## config.mk

```make
export PLATFORM = sky130hd
export DESIGN_NAME = jtag_tap_state_navigator
export DESIGN_NICKNAME = d
export VERILOG_FILES = /design/src/design/jtsn_pkg.sv /design/src/design/jtag_tap_state_navigator.sv /design/src/design/jtsn_ctrl.sv /design/src/design/jtsn_datapath.sv
export VERILOG_INCLUDE_DIRS = /design/src /design/src/design
export SDC_FILE = /design/constraint.sdc
export NUM_CORES = 1
export LEC_CHECK = 0
export ABC_AREA = 1
export BUFFER_PORTS_ARGS = -buffer_cell sky130_fd_sc_hd__buf_2
export CORE_MARGIN = 2
export CORE_UTILIZATION = 42
export CTS_BUF_LIST = sky130_fd_sc_hd__clkbuf_8
export DETAILED_ROUTE_END_ITERATION = 6
export PLACE_DENSITY_LB_ADDON = 0.08
export SYNTH_ARGS = -nofsm -noshare
export SYNTH_HDL_FRONTEND = slang
export SYNTH_HIERARCHICAL = 1
export SYNTH_SLANG_ARGS = --single-unit
```

## constraint.sdc

```tcl
create_clock -name clk -period 3.4 [get_ports clk]
set_clock_uncertainty 0.2 [all_clocks]
set_input_delay 0.17 -clock clk [delete_from_list [all_inputs] [get_ports clk]]
set_output_delay 0.17 -clock clk [all_outputs]
set_load 0.01 [all_outputs]
```

## src/design/jtag_tap_state_navigator_defines.svh

```systemverilog
// Assertion macros used by the TAP navigator top level.
`ifndef JTAG_TAP_STATE_NAVIGATOR_DEFINES_SVH
`define JTAG_TAP_STATE_NAVIGATOR_DEFINES_SVH

// Same-cycle implication, checked outside reset.
`define JTSN_ASSERT_SAME(lbl, ante, cons, msg) \
    lbl: assert property (@(posedge clk) disable iff (!rst_n) (ante) |-> (cons)) \
        else $error(msg);

// Next-cycle implication, checked outside reset.
`define JTSN_ASSERT_NEXT(lbl, ante, cons, msg) \
    lbl: assert property (@(posedge clk) disable iff (!rst_n) (ante) |=> (cons)) \
        else $error(msg);

`endif

```

## src/design/jtsn_pkg.sv

```systemverilog
// Types, constants and TAP transition functions for the TAP navigator.
`default_nettype none
package jtsn_pkg;

    localparam logic [1:0] ACT_GOTO  = 2'd0;
    localparam logic [1:0] ACT_RESET = 2'd1;
    localparam logic [1:0] ACT_IDLE  = 2'd2;

    localparam logic [3:0] TAP_TLR    = 4'd0;
    localparam logic [3:0] TAP_RTI    = 4'd1;
    localparam logic [3:0] TAP_SEL_DR = 4'd2;
    localparam logic [3:0] TAP_SEL_IR = 4'd9;

    // Offsets of the column states relative to the DR column numbering.
    localparam logic [3:0] REL_CAPTURE = 4'd3;
    localparam logic [3:0] REL_SHIFT   = 4'd4;
    localparam logic [3:0] REL_EXIT1   = 4'd5;
    localparam logic [3:0] REL_PAUSE   = 4'd6;
    localparam logic [3:0] REL_EXIT2   = 4'd7;
    localparam logic [3:0] REL_UPDATE  = 4'd8;
    localparam logic [3:0] IR_OFFSET   = 4'd7;

    localparam logic [5:0] MAX_RUN   = 6'd32;
    localparam logic [5:0] RESET_RUN = 6'd6;

    localparam logic [3:0] NEXT_ON0 [16] = '{
        4'd1, 4'd1, 4'd3, 4'd4, 4'd4, 4'd6, 4'd6, 4'd4,
        4'd1, 4'd10, 4'd11, 4'd11, 4'd13, 4'd13, 4'd11, 4'd1
    };
    localparam logic [3:0] NEXT_ON1 [16] = '{
        4'd0, 4'd2, 4'd9, 4'd5, 4'd5, 4'd8, 4'd7, 4'd8,
        4'd2, 4'd0, 4'd12, 4'd12, 4'd15, 4'd14, 4'd15, 4'd2
    };

    typedef struct packed {
        logic [1:0] action;
        logic [3:0] target_state;
        logic [5:0] clock_count;
    } cmd_item_t;

    typedef struct packed {
        logic       tms_bit;
        logic [3:0] tap_after;
        logic       last;
    } bit_item_t;

    typedef struct packed {
        logic load;
        logic step;
    } dp_cmd_t;

    typedef struct packed {
        logic empty;
        logic can_step;
        logic step_last;
    } dp_status_t;

    function automatic logic [3:0] tap_advance(logic [3:0] pos, logic tms);
        logic [3:0] nxt;
        nxt = tms ? NEXT_ON1[pos] : NEXT_ON0[pos];
        return nxt;
    endfunction

    // TMS level for one routing step from pos toward target, pos differing from target.
    function automatic logic route_bit(logic [3:0] pos, logic [3:0] target);
        logic [3:0] base;
        logic [3:0] rel;
        logic [3:0] trel;
        logic       same_col;
        logic       r;
        base     = (pos >= 4'd10) ? IR_OFFSET : 4'd0;
        rel      = pos - base;
        same_col = (target >= REL_CAPTURE + base) && (target <= REL_UPDATE + base);
        trel     = same_col ? target - base : 4'd0;
        priority if (pos == TAP_TLR)
            r = 1'b0;
        else if (pos == TAP_RTI)
            r = 1'b1;
        else if (pos == TAP_SEL_DR)
            r = !((target >= REL_CAPTURE) && (target <= REL_UPDATE));
        else if (pos == TAP_SEL_IR)
            r = !(target >= REL_CAPTURE + IR_OFFSET);
        else if (rel == REL_CAPTURE)
            r = (trel != REL_SHIFT);
        else if (rel == REL_EXIT1)
            r = !((trel >= REL_SHIFT) && (trel <= REL_EXIT2));
        else if (rel == REL_EXIT2)
            r = !((trel >= REL_SHIFT) && (trel <= REL_PAUSE));
        else if (rel == REL_UPDATE)
            r = (target != TAP_RTI);
        else
            r = 1'b1;
        return r;
    endfunction

endpackage
`default_nettype wire

```

## src/design/jtag_tap_state_navigator.sv

```systemverilog
// Top level of the JTAG TAP state navigator.
// Tracks the TAP controller position (run-test-idle after reset) and turns each command
// item into a run of TMS bits, one bit item per clock while bit_stall is low: a goto walks
// the routing rules to the target in 0 to 32 bits (typically about six), a reset gives six
// ones, and an idle gives its clock count of bits, capped at 32. One command is worked at a
// time; one that gives bits is loaded and then stepped, paced by the single TMS stepping
// unit and by the output register, and one that gives none is taken without a run. The
// next command is taken while the final bit still waits in the output register.
`default_nettype none
module jtag_tap_state_navigator (
    input  wire logic                clk,
    input  wire logic                rst_n,
    input  wire logic                cmd_valid,
    output logic                     cmd_stall,
    input  wire jtsn_pkg::cmd_item_t cmd_item,
    output logic                     bit_valid,
    input  wire logic                bit_stall,
    output jtsn_pkg::bit_item_t      bit_item
);
    import jtsn_pkg::*;
    `include "jtag_tap_state_navigator_defines.svh"

    dp_cmd_t    dp_cmd;
    dp_status_t dp_status;

    jtsn_ctrl u_ctrl (
        .clk       (clk),
        .rst_n     (rst_n),
        .cmd_valid (cmd_valid),
        .cmd_stall (cmd_stall),
        .status    (dp_status),
        .cmd       (dp_cmd)
    );

    jtsn_datapath u_datapath (
        .clk       (clk),
        .rst_n     (rst_n),
        .cmd_item  (cmd_item),
        .cmd       (dp_cmd),
        .status    (dp_status),
        .bit_valid (bit_valid),
        .bit_stall (bit_stall),
        .bit_item  (bit_item)
    );

    `JTSN_ASSERT_SAME(a_load_step_excl, dp_cmd.load, !dp_cmd.step, "load and step together")
    `JTSN_ASSERT_SAME(a_step_room, dp_cmd.step, dp_status.can_step, "step into a full output")
    `JTSN_ASSERT_NEXT(a_busy_after_load, dp_cmd.load && !dp_status.empty, cmd_stall,
                      "command taken while a run is in progress")

endmodule
`default_nettype wire

```

## src/design/jtsn_ctrl.sv

```systemverilog
// Controller state machine that sequences loading and stepping of the TAP datapath.
`default_nettype none
module jtsn_ctrl (
    input  wire logic                clk,
    input  wire logic                rst_n,
    input  wire logic                cmd_valid,
    output logic                     cmd_stall,
    input  wire jtsn_pkg::dp_status_t status,
    output jtsn_pkg::dp_cmd_t        cmd
);
    import jtsn_pkg::*;

    typedef enum logic [1:0] {
        ST_IDLE = 2'b01,
        ST_RUN  = 2'b10
    } state_t;

    state_t state_reg;
    state_t state_next;

    assign cmd_stall = (state_reg != ST_IDLE);
    assign cmd.load  = (state_reg == ST_IDLE) && cmd_valid;
    assign cmd.step  = (state_reg == ST_RUN) && status.can_step;

    always_comb
    begin
        state_next = state_reg;
        unique case (state_reg)
            ST_IDLE:
            begin
                if (cmd_valid && !status.empty)
                    state_next = ST_RUN;
            end
            ST_RUN:
            begin
                if (status.can_step && status.step_last)
                    state_next = ST_IDLE;
            end
            default:
                state_next = ST_IDLE;
        endcase
    end

    always_ff @(posedge clk or negedge rst_n)
    begin
        if (!rst_n)
            state_reg <= ST_IDLE;
        else
            state_reg <= state_next;
    end

endmodule
`default_nettype wire

```

## src/design/jtsn_datapath.sv

```systemverilog
// Datapath holding the TAP position, the run counter and the output register.
`default_nettype none
module jtsn_datapath (
    input  wire logic                 clk,
    input  wire logic                 rst_n,
    input  wire jtsn_pkg::cmd_item_t  cmd_item,
    input  wire jtsn_pkg::dp_cmd_t    cmd,
    output jtsn_pkg::dp_status_t      status,
    output logic                      bit_valid,
    input  wire logic                 bit_stall,
    output jtsn_pkg::bit_item_t       bit_item
);
    import jtsn_pkg::*;

    logic [3:0] pos_reg,    pos_next;
    logic [3:0] target_reg, target_next;
    logic [1:0] mode_reg,   mode_next;
    logic       idle_tms_reg, idle_tms_next;
    logic [5:0] cnt_reg,    cnt_next;
    logic [5:0] limit_reg,  limit_next;
    logic       out_valid_reg, out_valid_next;
    bit_item_t  out_reg,    out_next;

    logic       step_tms;
    logic [3:0] step_pos;
    logic [5:0] cnt_inc;
    logic [5:0] idle_limit;

    assign idle_limit = (cmd_item.clock_count > MAX_RUN) ? MAX_RUN : cmd_item.clock_count;

    always_comb
    begin
        unique case (mode_reg)
            ACT_GOTO:  step_tms = route_bit(pos_reg, target_reg);
            ACT_RESET: step_tms = 1'b1;
            default:   step_tms = idle_tms_reg;
        endcase
    end

    assign step_pos = tap_advance(pos_reg, step_tms);
    assign cnt_inc  = cnt_reg + 6'd1;

    assign status.can_step  = !out_valid_reg || !bit_stall;
    assign status.step_last = (cnt_inc == limit_reg)
                              || ((mode_reg == ACT_GOTO) && (step_pos == target_reg));
    // An item causes no bits when the goto target is already reached, the idle
    // count is zero, or the action code is unused.
    assign status.empty = ((cmd_item.action == ACT_GOTO) && (cmd_item.target_state == pos_reg))
                          || ((cmd_item.action == ACT_IDLE) && (cmd_item.clock_count == 6'd0))
                          || ((cmd_item.action != ACT_GOTO) && (cmd_item.action != ACT_RESET)
                              && (cmd_item.action != ACT_IDLE));

    always_comb
    begin
        pos_next      = pos_reg;
        target_next   = target_reg;
        mode_next     = mode_reg;
        idle_tms_next = idle_tms_reg;
        cnt_next      = cnt_reg;
        limit_next    = limit_reg;
        out_next      = out_reg;
        out_valid_next = out_valid_reg && bit_stall;
        if (cmd.load)
        begin
            target_next   = cmd_item.target_state;
            mode_next     = cmd_item.action;
            idle_tms_next = (pos_reg == TAP_TLR);
            cnt_next      = 6'd0;
            if (cmd_item.action == ACT_GOTO)
                limit_next = MAX_RUN;
            else if (cmd_item.action == ACT_RESET)
                limit_next = RESET_RUN;
            else
                limit_next = idle_limit;
        end
        if (cmd.step)
        begin
            pos_next           = step_pos;
            cnt_next           = cnt_inc;
            out_next.tms_bit   = step_tms;
            out_next.tap_after = step_pos;
            out_next.last      = status.step_last;
            out_valid_next     = 1'b1;
        end
    end

    always_ff @(posedge clk or negedge rst_n)
    begin
        if (!rst_n)
        begin
            pos_reg       <= TAP_RTI;
            out_valid_reg <= 1'b0;
            mode_reg      <= ACT_GOTO;
            cnt_reg       <= 6'd0;
            limit_reg     <= MAX_RUN;
        end
        else
        begin
            pos_reg       <= pos_next;
            out_valid_reg <= out_valid_next;
            mode_reg      <= mode_next;
            cnt_reg       <= cnt_next;
            limit_reg     <= limit_next;
        end
    end

    always_ff @(posedge clk)
    begin
        target_reg   <= target_next;
        idle_tms_reg <= idle_tms_next;
        out_reg      <= out_next;
    end

    assign bit_valid = out_valid_reg;
    assign bit_item  = out_reg;

endmodule
`default_nettype wire

```

After elaboration in Yosys (flattened, before gate mapping)
Memory sizes are Yosys's and may differ from the RTL's. Index checks and enable logic that the tools add are counted.

Bits in writable memories: 0. Bits in read-only memories: 128. Memories kept: 2. Output and inout port bits: 8. Bits in latches: 0. Logic and storage cells: 109. Flip-flop bits (word level): 32. Bits of input ports: 16.

Multiplexer cells: 25. Multipliers: 0. Shift operators: 0. Div/mod/pow operators: 0. $add $sub $neg: 5. Bitwise logic cells: 1. Eq/ne operators: 22. $lt $le $gt $ge: 11. Reductions and logical operators: 32.

Memories: (no name shown) (words 16, width 4, rd ports 1, clocked after Yosys merged registers in 0, wr ports 0, line jtsn_pkg.sv:60) `nxt = tms ? NEXT_ON1[pos] : NEXT_ON0[pos];`; (no name shown) (words 16, width 4, rd ports 1, clocked after Yosys merged registers in 0, wr ports 0, line jtsn_pkg.sv:60).

Operator list (count): $mux 6 (5); $mux 4 (6); $logic_and 1x1->1 (14); $mux 1 (9); $eq 4x2->1 const B (2); $eq 4x3->1 const B (2); $eq 4x4->1 (2); $eq 4x4->1 const B (2); $ge 4x4->1 const B (2); $le 4x3->1 const B (2); $sub 4x4->4 (2); $logic_not 1->1 (7); $add 6x1->6 const B (1); $eq 2x1->1 const B (3); $eq 6x6->1 (1); $gt 6x6->1 const B (1); $logic_not 6->1 (1); $ne 2x2->1 const B (3); $ge 5x5->1 const B (1); $not 4->5 (1); $add 2x4->4 const A (1); $add 4x4->4 const A (1); $eq 2x2->1 const B (2); $eq 4x1->1 const B (1); other kinds (17) (24).

Depth between registers and ports, before layout
Depth in word-level cells: 24. Mapped depth: 31. Mapped depth without buffers: 31.

Cells and area by module
The synthesis kept the hierarchy.

By module, submodules not included: jtsn_datapath (cells an instance 280, seq. area each 808.3 um2, area an instance 2152.1 um2, times used 1); jtsn_ctrl (cells an instance 19, seq. area each 51.3 um2, area an instance 122.6 um2, times used 1).

Worst setup path before layout
OpenSTA, ideal clock, no wires.

Path kind: register to register. Start point: reg u_datapath.pos_reg[0]. End point: reg u_ctrl.state_reg[0]. Data arrival time: 3283 ps. Buffers on the path: 0. Period minus slack after synthesis: 3559 ps. Library setup time: 76 ps. Cell stages (with the launch flop): 31. Path slack: -159 ps. Data required time: 3124 ps. Path through: dfstp_2 -> inv_1 -> ha_1 -> inv_1 -> a21oi_1 -> ha_1 -> fa_1 -> inv_1 -> nand2_1 -> nand3_1 -> nand3_1 -> nor2_1 -> nand3_1 -> nand2_1 -> nand2_1 -> nand2_1 -> nand2_1 -> nand2_2 -> nand2_4 -> nand2_4 -> nand2_2 -> nand2_2 -> nand2_1 -> nand2_1 -> nor2_1 -> nand2_1 -> nand2_1 -> nand2_1 -> inv_1 -> nor2_1 -> nor2_2.

RTL lines: from (decl) (line jtsn_datapath.sv:15) `logic [3:0] pos_reg, pos_next;`; from (signal assigned) (line jtsn_datapath.sv:99) `pos_reg <= pos_next;`; to (signal assigned) (line jtsn_ctrl.sv:49) `state_reg <= state_next;`; to (decl) (line jtsn_ctrl.sv:18) `state_t state_reg;`.

==> flow_summary.toml <==
[cts]
clk_latency_ns = 0.28
clkTransAtPathRegs_ns = 0.07
cts_buffers = 5
cts_tree = "built"
htree_levels = 2
cts_root_buffer = "clkbuf_8"
cts.sinks = 32
clock_path_buffers = 2

[global_route]
grt_usage_pct = 19.7
grt_max_degree = 22
grt_overflow = 0
first_global_vias = 2099
grt_pass1_wl_mm = 9.55
antenna_found_initial = 0

[floorplan]
ioPinCount = 24
die_area_um2 = 6020
fp.dieW_um = 77.6
rows = 26
coreArea_um2 = 5170
fp.dieH_um = 77.6
start_util_pct = 44.0

[critical_path]
critical_path.max_stage_delay_ns = 0.54
cp_max_fo = 7
r2r_slack_ns = -0.08
slowest_stage = "dfstp_2"
r2r_end = "u_ctrl/state_reg[1]"
reg2reg_depth = 29
end_kind = "flop"
worstPathArrival_ns = 3.45
worstSetupStartpointType = "flop"
required_ns = 3.37
reg2reg_from = "u_datapath/pos_reg[0]"
path_class = "reg -> reg"
crit_path_frequent_cell = "nand2_1"

[drt]
ant_nets = 0
vias_per_cell = 4.86
wl_mm = 5.51
drtIter0Drc = 146
vias = 2125
wl_per_cell_um = 12.6
drc_errors = 0
first_pass_iters = 4

[sta]
finalSetupViolCount = 3
holdWs_ns = 0.0110
worst_slack_ns = -0.0760
worstMarginPinSlew_ns = 0.805
finalCritPeriodShare_pct = 102
rsz0062_at_grt = "true"
finalHoldViolations = 0
maxSlewHeadroom_pct = 46.1
max_freq_mhz = 288
tns_ns = -0.136
fin_crit_ns = 3.48
drv_slew = 0

[final_layout]
diodes = 0
fin_cells = 437
area_delta_synth_final_pct = 33.4
fin_nets = 399
post_route_cells_drive_above_1_share_pct = 28.9

[place]
place_congestion = 0.948
dp_cells = 407
portBuffers = 23
dpl.hpwl_mm = 4.14

[synth]
netlist_area_um2 = 2270
synth-async-reset-ratio_pct = 65.6
ys_seq_elements = 32
synth_seq_area_share_pct = 37.8
synth_flop_cell = "dfrtp_1"
postSynthCellCount = 299
synth.distinct_cells = 36
synth.top_cells.by_area = "dfrtp_1 20%, edfxtp_1 15%, nand2_1 12%"
synth.top_cell.area_share_pct = 19.8
yosys.area.top_type = "dfrtp_1"
ys_warn_count = 6
synth.net_count = 332
avgSynthCellArea_um2 = 7.61
synth_edf_count = 11

[flow_run]
maxCapViolations = 0

[run_status]
violations = "negative setup slack"
status = "finished with violations"

[power_and_ir_drop]
peakVddDrop_v = 0.000368
p_leak_uw = 0.00152
power.density_nw_per_um2 = 749

[worst_hold_path]
hp-class = "in -> reg"
worst_hold_path.num_cells = 4
hold_start = "cmd_item[5]"
worstHoldEndpoint = "u_datapath/limit_reg[3]"
[cell type report]
class | instances | area [µm²]
sequential | 32 | 861
clock buffer | 5 | 68.8
clock inverter | 3 | 18.8
multi-input combinational | 215 | 1350
timing repair buffer | 63 | 467
tap | 70 | 87.6
inverter | 49 | 186
fill | 488 | 2140
[report_power, final]
group	internal [µW]	total, µW	leakage [µW]	switching, µW
combinational	564	1350	0.00110	785
clock	142	286	0.0000479	144
sequential	551	639	0.000370	88.2
[placed cells by master, fill, tap and decap left out, types with 4 or more instances in the layout]
master / count
nand3_2: 6
edfxtp_1: 11
xnor2_1: 4
nor2_1: 23
dfrtp_1: 17
xor2_1: 6
nand2_1: 62
inv_1: 42
nor2_2: 4
ha_1: 12
clkbuf_8: 5
o22ai_1: 5
o21ai_0: 10
buf_4: 21
nand2_2: 17
nand3_1: 20
dlygate4sd3_1: 16
a21oi_1: 12
inv_2: 6
buf_2: 23
[critical path: cells and delay by family, from the launching register on]
family / cells / cell delay (ns)
AOI/OAI and AO/OA: 2 / 0.15
adders and majority gates: 3 / 0.86
buffers and inverters: 3 / 0.16
DFF: 1 / 0.54
and+or+nand+nor: 21 / 1.46
[routing by layer]
metal / vias to the layer above / track usage, % / share of wire, %
met1: 972 / 29.4 / 52
met5: - / 0 / 0
met2: 44 / 28.9 / 43
li1: 1105 / - / -
met4: 0 / 6.07 / 0.76
met3: 4 / 3.72 / 4.5
[worst max path at each step]
| stage | start | endpoint | cells after the start |
|---|---|---|---|
| 2_1_floorplan | u_datapath/pos_reg[0] | u_ctrl/state_reg[0] | 31 |
| 3_3_place_gp | u_datapath/pos_reg[0] | u_ctrl/state_reg[1] | 29 |
| 3_5_place_dp | u_datapath/pos_reg[0] | u_ctrl/state_reg[0] | 30 |
| 4_1_cts | u_datapath/pos_reg[0] | u_ctrl/state_reg[1] | 29 |
| 5_1_grt | u_datapath/pos_reg[0] | u_ctrl/state_reg[1] | 29 |
| 6_report | u_datapath/pos_reg[0] | u_ctrl/state_reg[1] | 29 |
[cells in the mapped netlist (2+ instances only)]
library cell / instances
nand3_1: 26
nand2_4: 2
a22oi_1: 2
edfxtp_1: 11
xor2_1: 6
nand2_2: 6
nand3b_1: 2
dfrtp_1: 18
o21ai_0: 13
nor2_1: 26
nand4_1: 3
nor3_1: 3
inv_1: 47
xnor2_1: 4
nand2_1: 73
inv_2: 2
clkbuf_1: 2
fa_1: 2
dfstp_2: 3
a21oi_1: 13
o22ai_1: 5
ha_1: 15
a211oi_1: 2
[per-stage QoR]
step	area, µm²	utilization, %	setup WS [ns]	power, µW
finish	3040	58.7	-0.0760	2270
global placement	2600	50.3	-0.0983	1740
detailed placement	2600	50.3	-0.161	1750
global route	3040	58.7	-0.300	2480
CTS	2940	56.8	-0.102	2170
floorplan	2280	-	0.0189	1390
[what timing repair did]
item / CTS / global route
hold endpoints to repair: 34 / 0
pin swaps: 15 / 8
hold buffers: 16 / 0
setup buffers: 5 / 1
resized for setup: 15 / 27
endpoints found under the setup margin: 3 / 12
[logic make-up after synthesis]
kind of cell | after synthesis | share of synthesized area (%)
compound gates | 42 | 10.8
xor+xnor | 10 | 3.85
fa+ha+maj | 17 | 10.0
buf+inv | 52 | 8.91
flops | 32 | 37.8
simple gates | 146 | 28.7
(Power assumes the default switching activity.)
